### src/sv/assert_macros.svh
// Assertion macros shared by the RTL files.
// Each macro has a checking form for simulation and an empty form for synthesis.
`ifndef ASSERT_MACROS_SVH
`define ASSERT_MACROS_SVH

`ifndef SYNTHESIS

// Checks that an expression holds at every rising clock edge out of reset.
`define ASSERT_ALWAYS(lbl, clk, rstn, expr, msg) \
	lbl: assert property (@(posedge clk) disable iff (!(rstn)) (expr)) else $error(msg);

// Checks that a consequent holds in the same cycle as its antecedent.
`define ASSERT_SAME(lbl, clk, rstn, ante, cons, msg) \
	lbl: assert property (@(posedge clk) disable iff (!(rstn)) (ante) |-> (cons)) else $error(msg);

// Checks that a consequent holds in the cycle after its antecedent.
`define ASSERT_NEXT(lbl, clk, rstn, ante, cons, msg) \
	lbl: assert property (@(posedge clk) disable iff (!(rstn)) (ante) |=> (cons)) else $error(msg);

`else

`define ASSERT_ALWAYS(lbl, clk, rstn, expr, msg)
`define ASSERT_SAME(lbl, clk, rstn, ante, cons, msg)
`define ASSERT_NEXT(lbl, clk, rstn, ante, cons, msg)

`endif

`endif

### src/sv/crs_pkg.sv
package crs_pkg;

	// Field widths.
	localparam int TIME_W   = 31;
	localparam int LEVEL_W  = 2;
	localparam int TOTAL_W  = 32;
	localparam int GAP_W    = 16;
	localparam int MINLEN_W = 16;
	localparam int CREDIT_W = 8;

	// Stream data widths, padded to whole bytes.
	localparam int S_TDATA_W = 40;
	localparam int M_TDATA_W = 96;

	// Register port.
	localparam int PADDR_W = 4;
	localparam int PDATA_W = 32;

	// Register reset values.
	localparam logic [GAP_W-1:0]    GAP_LIMIT_RST    = GAP_W'(3 * 60 + 10);
	localparam logic [MINLEN_W-1:0] MIN_LENGTH_RST   = MINLEN_W'(5 * 60);
	localparam logic [CREDIT_W-1:0] POINT_CREDIT_RST = CREDIT_W'(60);

	// Result queue.
	localparam int FIFO_DEPTH = 4;
	localparam int FIFO_PTR_W = 2;
	localparam int FIFO_CNT_W = 3;

	// Register indexes.
	typedef enum logic [1:0] {
		REG_GAP_LIMIT    = 2'd0,
		REG_MIN_LENGTH   = 2'd1,
		REG_POINT_CREDIT = 2'd2
	} reg_idx_t;

	typedef struct packed {
		logic [GAP_W-1:0]    gap_limit;
		logic [MINLEN_W-1:0] min_length;
		logic [CREDIT_W-1:0] point_credit;
	} cfg_t;

	typedef struct packed {
		logic               has_run;
		logic [TIME_W-1:0]  run_begin;
		logic [TIME_W-1:0]  run_finish;
		logic [LEVEL_W-1:0] run_level;
		logic [TOTAL_W-1:0] total_seconds;
		logic               list_done;
	} result_t;

	// Up to two results written into the queue per cycle, in order.
	typedef struct packed {
		logic    first_vld;
		result_t first;
		logic    second_vld;
		result_t second;
	} push_t;

endpackage

### src/sv/crs_regs.sv
module crs_regs (
	input  logic                         clk,
	input  logic                         arst_n,
	input  logic                         psel,
	input  logic                         penable,
	input  logic                         pwrite,
	input  logic [crs_pkg::PADDR_W-1:0]  paddr,
	input  logic [crs_pkg::PDATA_W-1:0]  pwdata,
	output logic [crs_pkg::PDATA_W-1:0]  prdata,
	output logic                         pready,
	output crs_pkg::cfg_t                cfg
);
	import crs_pkg::*;

	cfg_t     cfg_q;
	reg_idx_t idx;
	logic     wr_en;

	assign pready = 1'b1;
	assign idx    = reg_idx_t'(paddr[3:2]);
	assign wr_en  = psel && penable && pwrite;
	assign cfg    = cfg_q;

	// Register writes; unknown indexes are ignored.
	always_ff @(posedge clk or negedge arst_n) begin
		if (!arst_n) begin
			cfg_q.gap_limit    <= GAP_LIMIT_RST;
			cfg_q.min_length   <= MIN_LENGTH_RST;
			cfg_q.point_credit <= POINT_CREDIT_RST;
		end else if (wr_en) begin
			case (idx)
				REG_GAP_LIMIT:    cfg_q.gap_limit    <= pwdata[GAP_W-1:0];
				REG_MIN_LENGTH:   cfg_q.min_length   <= pwdata[MINLEN_W-1:0];
				REG_POINT_CREDIT: cfg_q.point_credit <= pwdata[CREDIT_W-1:0];
				default: ;
			endcase
		end
	end

	// Read-back of the register values.
	always_comb begin
		case (idx)
			REG_GAP_LIMIT:    prdata = PDATA_W'(cfg_q.gap_limit);
			REG_MIN_LENGTH:   prdata = PDATA_W'(cfg_q.min_length);
			REG_POINT_CREDIT: prdata = PDATA_W'(cfg_q.point_credit);
			default:          prdata = '0;
		endcase
	end

endmodule

### src/sv/crs_core.sv
`include "assert_macros.svh"

module crs_core (
	input  logic                          clk,
	input  logic                          arst_n,
	input  crs_pkg::cfg_t                 cfg,
	input  logic                          s_tvalid,
	output logic                          s_tready,
	input  logic [crs_pkg::S_TDATA_W-1:0] s_tdata,
	input  logic                          s_tlast,
	input  logic                          room,
	output crs_pkg::push_t                push
);
	import crs_pkg::*;

	// Input register.
	logic               vld_s1;
	logic [TIME_W-1:0]  time_s1;
	logic [LEVEL_W-1:0] risk_s1;
	logic               last_s1;

	// Run state.
	logic               run_open_q;
	logic [TIME_W-1:0]  start_q;
	logic [TIME_W-1:0]  end_q;
	logic [LEVEL_W-1:0] level_q;
	logic [TOTAL_W-1:0] acc_q;

	logic               adv;
	logic               near_end;
	logic               extend;
	logic               rep1;
	logic               rep2;
	logic               old_ok;
	logic               fin_ok;
	logic [TIME_W-1:0]  gap_d;
	logic [TIME_W-1:0]  old_len;
	logic [TIME_W-1:0]  ext_len;
	logic [TOTAL_W-1:0] old_add;
	logic [TOTAL_W-1:0] fin_add;
	logic [TOTAL_W+1:0] sum1;
	logic [TOTAL_W+1:0] sum2;
	logic [TOTAL_W-1:0] total1;
	logic [TOTAL_W-1:0] total2;
	logic [TIME_W-1:0]  new_start;
	logic [LEVEL_W-1:0] new_level;
	result_t            gap_res;
	result_t            fin_res;

	assign adv      = vld_s1 && room;
	assign s_tready = !vld_s1 || room;

	// Input register: refills in the cycle it drains.
	always_ff @(posedge clk or negedge arst_n) begin
		if (!arst_n) begin
			vld_s1 <= 1'b0;
		end else if (s_tvalid && s_tready) begin
			vld_s1 <= 1'b1;
		end else if (adv) begin
			vld_s1 <= 1'b0;
		end
	end

	always_ff @(posedge clk) begin
		if (s_tvalid && s_tready) begin
			time_s1 <= s_tdata[TIME_W-1:0];
			risk_s1 <= s_tdata[TIME_W+LEVEL_W-1:TIME_W];
			last_s1 <= s_tlast;
		end
	end

	// Run decision for the request in the input register.
	always_comb begin
		gap_d    = time_s1 - end_q;
		near_end = (time_s1 < end_q) || (gap_d <= TIME_W'(cfg.gap_limit));
		extend   = run_open_q && near_end;

		// The open run as it stands, closed by a large gap.
		old_len = end_q - start_q;
		old_ok  = !(end_q < start_q) && (old_len >= TIME_W'(cfg.min_length));
		old_add = (end_q == start_q) ? TOTAL_W'(cfg.point_credit) : TOTAL_W'(old_len);
		rep1    = run_open_q && !near_end && old_ok;

		new_start = extend ? start_q : time_s1;
		new_level = (extend && (level_q > risk_s1)) ? level_q : risk_s1;

		// The run left open after this event; a fresh run has zero length.
		ext_len = time_s1 - start_q;
		if (extend) begin
			fin_ok  = !(time_s1 < start_q) && (ext_len >= TIME_W'(cfg.min_length));
			fin_add = (time_s1 == start_q) ? TOTAL_W'(cfg.point_credit) : TOTAL_W'(ext_len);
		end else begin
			fin_ok  = (cfg.min_length == '0);
			fin_add = TOTAL_W'(cfg.point_credit);
		end
		rep2 = last_s1 && fin_ok;

		// Both totals from the same accumulator value, saturating.
		sum1   = {2'b00, acc_q} + {2'b00, (rep1 ? old_add : '0)};
		sum2   = sum1 + {2'b00, (rep2 ? fin_add : '0)};
		total1 = (sum1[TOTAL_W+1:TOTAL_W] != 2'b00) ? '1 : sum1[TOTAL_W-1:0];
		total2 = (sum2[TOTAL_W+1:TOTAL_W] != 2'b00) ? '1 : sum2[TOTAL_W-1:0];

		gap_res.has_run       = 1'b1;
		gap_res.run_begin     = start_q;
		gap_res.run_finish    = end_q;
		gap_res.run_level     = level_q;
		gap_res.total_seconds = total1;
		gap_res.list_done     = 1'b0;

		fin_res.has_run       = rep2;
		fin_res.run_begin     = rep2 ? new_start : '0;
		fin_res.run_finish    = rep2 ? time_s1 : '0;
		fin_res.run_level     = rep2 ? new_level : '0;
		fin_res.total_seconds = total2;
		fin_res.list_done     = 1'b1;

		push.first_vld  = adv && (rep1 || last_s1);
		push.first      = rep1 ? gap_res : fin_res;
		push.second_vld = adv && rep1 && last_s1;
		push.second     = fin_res;
	end

	// Run state update; the last event closes the list.
	always_ff @(posedge clk or negedge arst_n) begin
		if (!arst_n) begin
			run_open_q <= 1'b0;
			acc_q      <= '0;
		end else if (adv) begin
			run_open_q <= !last_s1;
			acc_q      <= last_s1 ? '0 : total1;
		end
	end

	always_ff @(posedge clk) begin
		if (adv) begin
			start_q <= new_start;
			end_q   <= time_s1;
			level_q <= new_level;
		end
	end

	`ASSERT_SAME(a_two_results_order, clk, arst_n, push.second_vld, push.first_vld && push.first.has_run && !push.first.list_done && push.second.list_done, "second result must follow a reported gap run")
	`ASSERT_SAME(a_empty_fields_zero, clk, arst_n, push.first_vld && !push.first.has_run, push.first.run_begin == '0 && push.first.run_finish == '0 && push.first.run_level == '0, "result without a run must carry zero run fields")
	`ASSERT_NEXT(a_list_clears, clk, arst_n, adv && last_s1, !run_open_q && acc_q == '0, "final event must clear the run and the total")

endmodule

### src/sv/crs_fifo.sv
`include "assert_macros.svh"

module crs_fifo (
	input  logic             clk,
	input  logic             arst_n,
	input  crs_pkg::push_t   push,
	output logic             room,
	output logic             m_tvalid,
	input  logic             m_tready,
	output crs_pkg::result_t head
);
	import crs_pkg::*;

	result_t                mem_q [FIFO_DEPTH];
	logic [FIFO_PTR_W-1:0]  wr_q;
	logic [FIFO_PTR_W-1:0]  rd_q;
	logic [FIFO_CNT_W-1:0]  count_q;
	logic [FIFO_PTR_W-1:0]  wr_next;
	logic [FIFO_CNT_W-1:0]  n_push;
	logic                   pop;

	assign m_tvalid = (count_q != '0);
	assign head     = mem_q[rd_q];
	assign pop      = m_tvalid && m_tready;
	assign room     = (count_q <= FIFO_CNT_W'(FIFO_DEPTH - 2));
	assign wr_next  = wr_q + FIFO_PTR_W'(1);
	assign n_push   = FIFO_CNT_W'(push.first_vld) + FIFO_CNT_W'(push.second_vld);

	// Result storage, up to two writes per cycle.
	always_ff @(posedge clk) begin
		if (push.first_vld) begin
			mem_q[wr_q] <= push.first;
		end
		if (push.second_vld) begin
			mem_q[wr_next] <= push.second;
		end
	end

	// Pointers and fill count.
	always_ff @(posedge clk or negedge arst_n) begin
		if (!arst_n) begin
			wr_q    <= '0;
			rd_q    <= '0;
			count_q <= '0;
		end else begin
			wr_q    <= wr_q + FIFO_PTR_W'(n_push);
			rd_q    <= rd_q + FIFO_PTR_W'(pop);
			count_q <= count_q + n_push - FIFO_CNT_W'(pop);
		end
	end

	`ASSERT_ALWAYS(a_no_overflow, clk, arst_n, count_q <= FIFO_CNT_W'(FIFO_DEPTH), "result queue overflow")
	`ASSERT_SAME(a_pair_fits, clk, arst_n, push.first_vld, count_q <= FIFO_CNT_W'(FIFO_DEPTH - 2), "write into a queue without room")

endmodule

### src/sv/contact_run_segmenter_unit.sv
// A request passes through the input register and then the result queue before it shows as a result.
// Throughput: one event per cycle while the queue has room; an event that closes a run by gap and ends the list
// gives two results, and the output side takes one result per cycle while m_tready is high.
// A four-entry result queue decouples the two sides; input stalls when fewer than two slots are free.
// Reset (arst_n low, asynchronous) clears the run, the total and the queue, and sets
// the registers to gap_limit 190, min_length 300 and point_credit 60.
module contact_run_segmenter_unit (
	input  logic                          clk,
	input  logic                          arst_n,
	// Registers.
	input  logic                          psel,
	input  logic                          penable,
	input  logic                          pwrite,
	input  logic [crs_pkg::PADDR_W-1:0]   paddr,
	input  logic [crs_pkg::PDATA_W-1:0]   pwdata,
	output logic [crs_pkg::PDATA_W-1:0]   prdata,
	output logic                          pready,
	// Events.
	input  logic                          s_tvalid,
	output logic                          s_tready,
	input  logic [crs_pkg::S_TDATA_W-1:0] s_tdata,  // event_time[30:0], event_risk[32:31], zero pad
	input  logic                          s_tlast,  // last_event
	// Results.
	output logic                          m_tvalid,
	input  logic                          m_tready,
	output logic [crs_pkg::M_TDATA_W-1:0] m_tdata,  // run_begin[30:0], run_finish[61:31],
	                                                // run_level[63:62], total_seconds[95:64]
	output logic                          m_tuser,  // has_run
	output logic                          m_tlast   // list_done
);
	import crs_pkg::*;

	cfg_t    cfg;
	push_t   push;
	logic    room;
	result_t head;

	crs_regs u_regs (
		.clk     (clk),
		.arst_n  (arst_n),
		.psel    (psel),
		.penable (penable),
		.pwrite  (pwrite),
		.paddr   (paddr),
		.pwdata  (pwdata),
		.prdata  (prdata),
		.pready  (pready),
		.cfg     (cfg)
	);

	crs_core u_core (
		.clk      (clk),
		.arst_n   (arst_n),
		.cfg      (cfg),
		.s_tvalid (s_tvalid),
		.s_tready (s_tready),
		.s_tdata  (s_tdata),
		.s_tlast  (s_tlast),
		.room     (room),
		.push     (push)
	);

	crs_fifo u_fifo (
		.clk      (clk),
		.arst_n   (arst_n),
		.push     (push),
		.room     (room),
		.m_tvalid (m_tvalid),
		.m_tready (m_tready),
		.head     (head)
	);

	// Result packing.
	assign m_tdata = {head.total_seconds, head.run_level, head.run_finish, head.run_begin};
	assign m_tuser = head.has_run;
	assign m_tlast = head.list_done;

endmodule
### config.mk
export PLATFORM = sky130hd
export DESIGN_NAME = contact_run_segmenter_unit
export DESIGN_NICKNAME = d
export VERILOG_FILES = /design/src/sv/crs_pkg.sv /design/src/sv/crs_regs.sv /design/src/sv/crs_core.sv /design/src/sv/crs_fifo.sv /design/src/sv/contact_run_segmenter_unit.sv
export VERILOG_INCLUDE_DIRS = /design/src /design/src/sv
export SDC_FILE = /design/constraint.sdc
export NUM_CORES = 1
export LEC_CHECK = 0
export BUFFER_PORTS_ARGS = -buffer_cell sky130_fd_sc_hd__buf_2
export CORE_AREA = 2 2 235 237
export DETAILED_ROUTE_END_ITERATION = 8
export DIE_AREA = 0 0 237 239
export GPL_TIMING_DRIVEN = 0
export HOLD_SLACK_MARGIN = 0.02
export PLACE_DENSITY = 0.94
export REMOVE_ABC_BUFFERS = 1
export SYNTH_ARGS = -nofsm -noshare
export SYNTH_HDL_FRONTEND = slang
export SYNTH_SLANG_ARGS = --single-unit
### constraint.sdc
create_clock -name clk -period 30 [get_ports clk]
set_input_delay 4.5 -clock clk [delete_from_list [all_inputs] [get_ports clk]]
set_output_delay 4.5 -clock clk [all_outputs]
set_load 0.005 [all_outputs]
==> impl_metrics.json <==
{
  "status": "complete, but fails checks",
  "violations": "DRC, capacitance limit, slew limit",
  "ys_seq_area_share_pct": 46.5,
  "grt_util_all_layers_pct": 39.3,
  "multiInputGateArea_um2": 18100,
  "setup_viol": 0,
  "r2r_start": "u_core.time_s1[0]",
  "cap_violations": 3,
  "vias_per_cell": 7.36,
  "synthArstFlopShare_pct": 14.2,
  "initial_core_util_pct": 66.2,
  "ys.flop_type": "edfxtp_1",
  "rsz0062_at_grt": "false",
  "coreArea_um2": 54300,
  "grt_pass1_wl_um": 170000,
  "reg2reg_to": "u_fifo.mem_q[0][20]",
  "path_class": "reg -> reg",
  "hp-class": "reg -> reg",
  "postRouteAntennaNets": 0,
  "cts_buffer_depth": 3,
  "post-route-period-util_pct": 44.9,
  "synth_warnings": 0,
  "clock-sinks": 571,
  "yosysUniqueCellTypes": 89,
  "clkTransAtPathRegs_ps": 60,
  "post_cts_buffers": 0,
  "cp_top_family": "compound AO/OA/AOI/OAI gates",
  "htree_levels": 2,
  "syn-instance-count": 3203,
  "syn_to_final_growth_pct": 11.2,
  "tightest_slew_ps": 1530,
  "cts_hold_buf": 0,
  "p_leak_nw": 15.5,
  "first_iter_violations": 4384,
  "tns_ps": 0,
  "worst_setup_path_end_kind": "flop",
  "hold_path_depth": 2,
  "synth_area_um2": 36000,
  "yosysTopAreaCell": "edfxtp_1",
  "cp.required_ps": 30380,
  "synth_area_leaders": "edfxtp_1 (41%), ha_1 (7.3%), a22o_1 (6.9%)",
  "cts_resized": 0,
  "io_pins": 217,
  "fin_skew_ps": 16.8,
  "slowest_stage": "o31ai_1",
  "die_y_um": 239,
  "hpwlAfterDp_um": 79000,
  "nNetsFinal": 3611,
  "ys_seq_elements": 571,
  "hold_viol": 0,
  "cts_tree": "done",
  "die_w_um": 237,
  "path_buf_inv": 2,
  "diodes": 0,
  "power_density_nw_per_um2": 117,
  "globalplace.congestion": 0.987,
  "grt_overflow": 0,
  "crit_path_max_fanout": 66,
  "cp_common_cell": "nor2_1",
  "final_util_pct": 73.6,
  "grt_max_degree": 67,
  "start_kind": "flop",
  "synth_area_per_cell_um2": 11.2,
  "drc": 11,
  "antenna_found_initial": 2,
  "fp-row-count": 86,
  "rr_worst_depth": 48,
  "critPathArrivalTime_ps": 13860,
  "seq_area_um2": 16700,
  "holdPathEnd": "u_core.acc_q[9]",
  "drt-pass1-iter-count": 9,
  "drive_above_1_share_pct": 15.8,
  "cts_root_buffer": "clkbuf_16",
  "num-fill-cells": 3364,
  "cpPeakStageDelay_ps": 790,
  "synth_top_area_share_pct": 40.6,
  "dieArea_um2": 56600,
  "slew_headroom_pct": -1.72,
  "io_buffers": 174,
  "fin_crit_ps": 13480,
  "max_clock_freq_mhz": 74.2,
  "cts_buffers": 57,
  "ir_drop_v": 0.0000759,
  "wl_per_cell_um": 27.9,
  "r2r_setup_slack_ps": 16520,
  "min_from": "u_core.acc_q[9]",
  "maxSlewViolCount": 41,
  "grt_pass1_vias": 28800,
  "totalWireLength_um": 113000,
  "synth_edf_count": 486,
  "vias": 29900,
  "clk_latency_ps": 640
}
-- synthesized netlist by cell type (58+ instances only) --
cell and instances:
inv_1 141, clkbuf_1 117, a22o_1 285, mux4_2 98, edfxtp_1 486, nor2b_1 58, a21oi_1 194, o21ai_0 167
nor2_1 196, o22ai_1 86, xnor2_1 73, dfrtp_1 67, nand2_1 195, ha_1 211
-- sequential cells by signal, indices dropped and copies added, names as in the netlist --
register,flops
u_fifo.wr_q,2
u_regs.cfg,40
u_core.start_q,31
u_fifo.count_q,3
u_core.vld_s1,1
u_core.end_q,31
u_fifo.mem_q,392
u_core.run_open_q,1
u_core.level_q,2
u_core.acc_q,32
u_core.time_s1,31
u_fifo.rd_q,2
u_core.risk_s1,2
u_core.last_s1,1
-- how the worst max path moves through the flow --
stage / slack (ps) / to / depth (start not counted) / from
floorplan: 17640 / u_fifo.mem_q[0][25] / 35 / u_core.time_s1[0]
finish: 16520 / u_fifo.mem_q[0][20] / 48 / u_core.time_s1[0]
CTS: 17130 / u_fifo.mem_q[0][20] / 48 / u_core.time_s1[0]
global placement: 7940 / u_fifo.mem_q[0][29] / 35 / u_core.time_s1[1]
global route: 15980 / u_fifo.mem_q[0][20] / 48 / u_core.time_s1[0]
detailed placement: 17380 / u_fifo.mem_q[0][20] / 48 / u_core.time_s1[0]
-- report_power, final --
part           internal, mW  total (mW)  switching, mW
Combinational          1.00        2.64           1.64
Sequential             1.09        1.29          0.199
Clock                 0.433       0.747          0.314
Total                  2.52        4.68           2.15
-- stage by stage --
step           total power, mW  hold slack (ps)  std cells  area, µm²  setup slack [ps]
6_report                  4.68              512       4061      40000             16520
4_1_cts                   4.58              509       4059      40000             17130
3_5_place_dp              3.82              495       3953      38100             17380
3_3_place_gp              3.77              466       3902      36900              7940
5_1_grt                   4.90              528       4061      40000             15980
2_1_floorplan             2.99              436       3024      35200             17640
-- worst register-to-register path, delay by kind of cell, from the launching register on --
family          cells  cell delay, ps
simple gates       17            4020
flops               1             480
fa+ha+maj           5            1710
xor+xnor            2             370
compound gates     22            6260
buf+inv             2             430
-- per-layer routing --
layer  global-route usage (%)  part of all wire, %  wire, µm  up-vias
met5                        0               0.0097        11        -
met2                     62.7                   46     52400     2496
met3                     8.20                   12     14100      572
met4                     20.7                  6.1      6940        2
li1                         -                    -         -    12700
met1                     51.2                   35     39900    14200
-- layout by cell type (no fill, tap or decap), drive strengths merged, types with 25 or more instances in the layout --
cell and count:
nand2 195, o21bai 33, a21oi 196, o21a 45, nand3 42, nand4 42, clkbuf 79, mux2i 36
nor2 196, and2 34, mux4 98, buf 227, a211oi 25, nor3 32, nor2b 58, xor2 53
edfxtp 486, nand2b 30, ha 211, mux2 56, o21ai 179, inv 143, a22o 285, a21o 53
o22ai 86, dfrtp 67, xnor2 74
-- final cells by class --
| cell class | count | share of cell area, % |
|---|---|---|
| Clock inverter | 27 | 0.885 |
| Inverter | 142 | 1.34 |
| Timing Repair Buffer | 227 | 4.54 |
| Sequential cell | 571 | 41.8 |
| Clock buffer | 79 | 3.90 |
| Multi-Input combinational cell | 2311 | 45.3 |
| Tap cell | 704 | 2.20 |
-- cell families after synthesis --
group / synth area share [%]
multiplexers: 8.93
AND/OR/NAND/NOR: 9.47
AO/OA/AOI/OAI: 20.4
adder cells (fa/ha/maj): 7.67
flip-flops: 46.5
buffers and inverters: 3.86
other: 0.0209
XOR/XNOR: 3.11
Note: power is estimated with default switching activity, not from simulation.
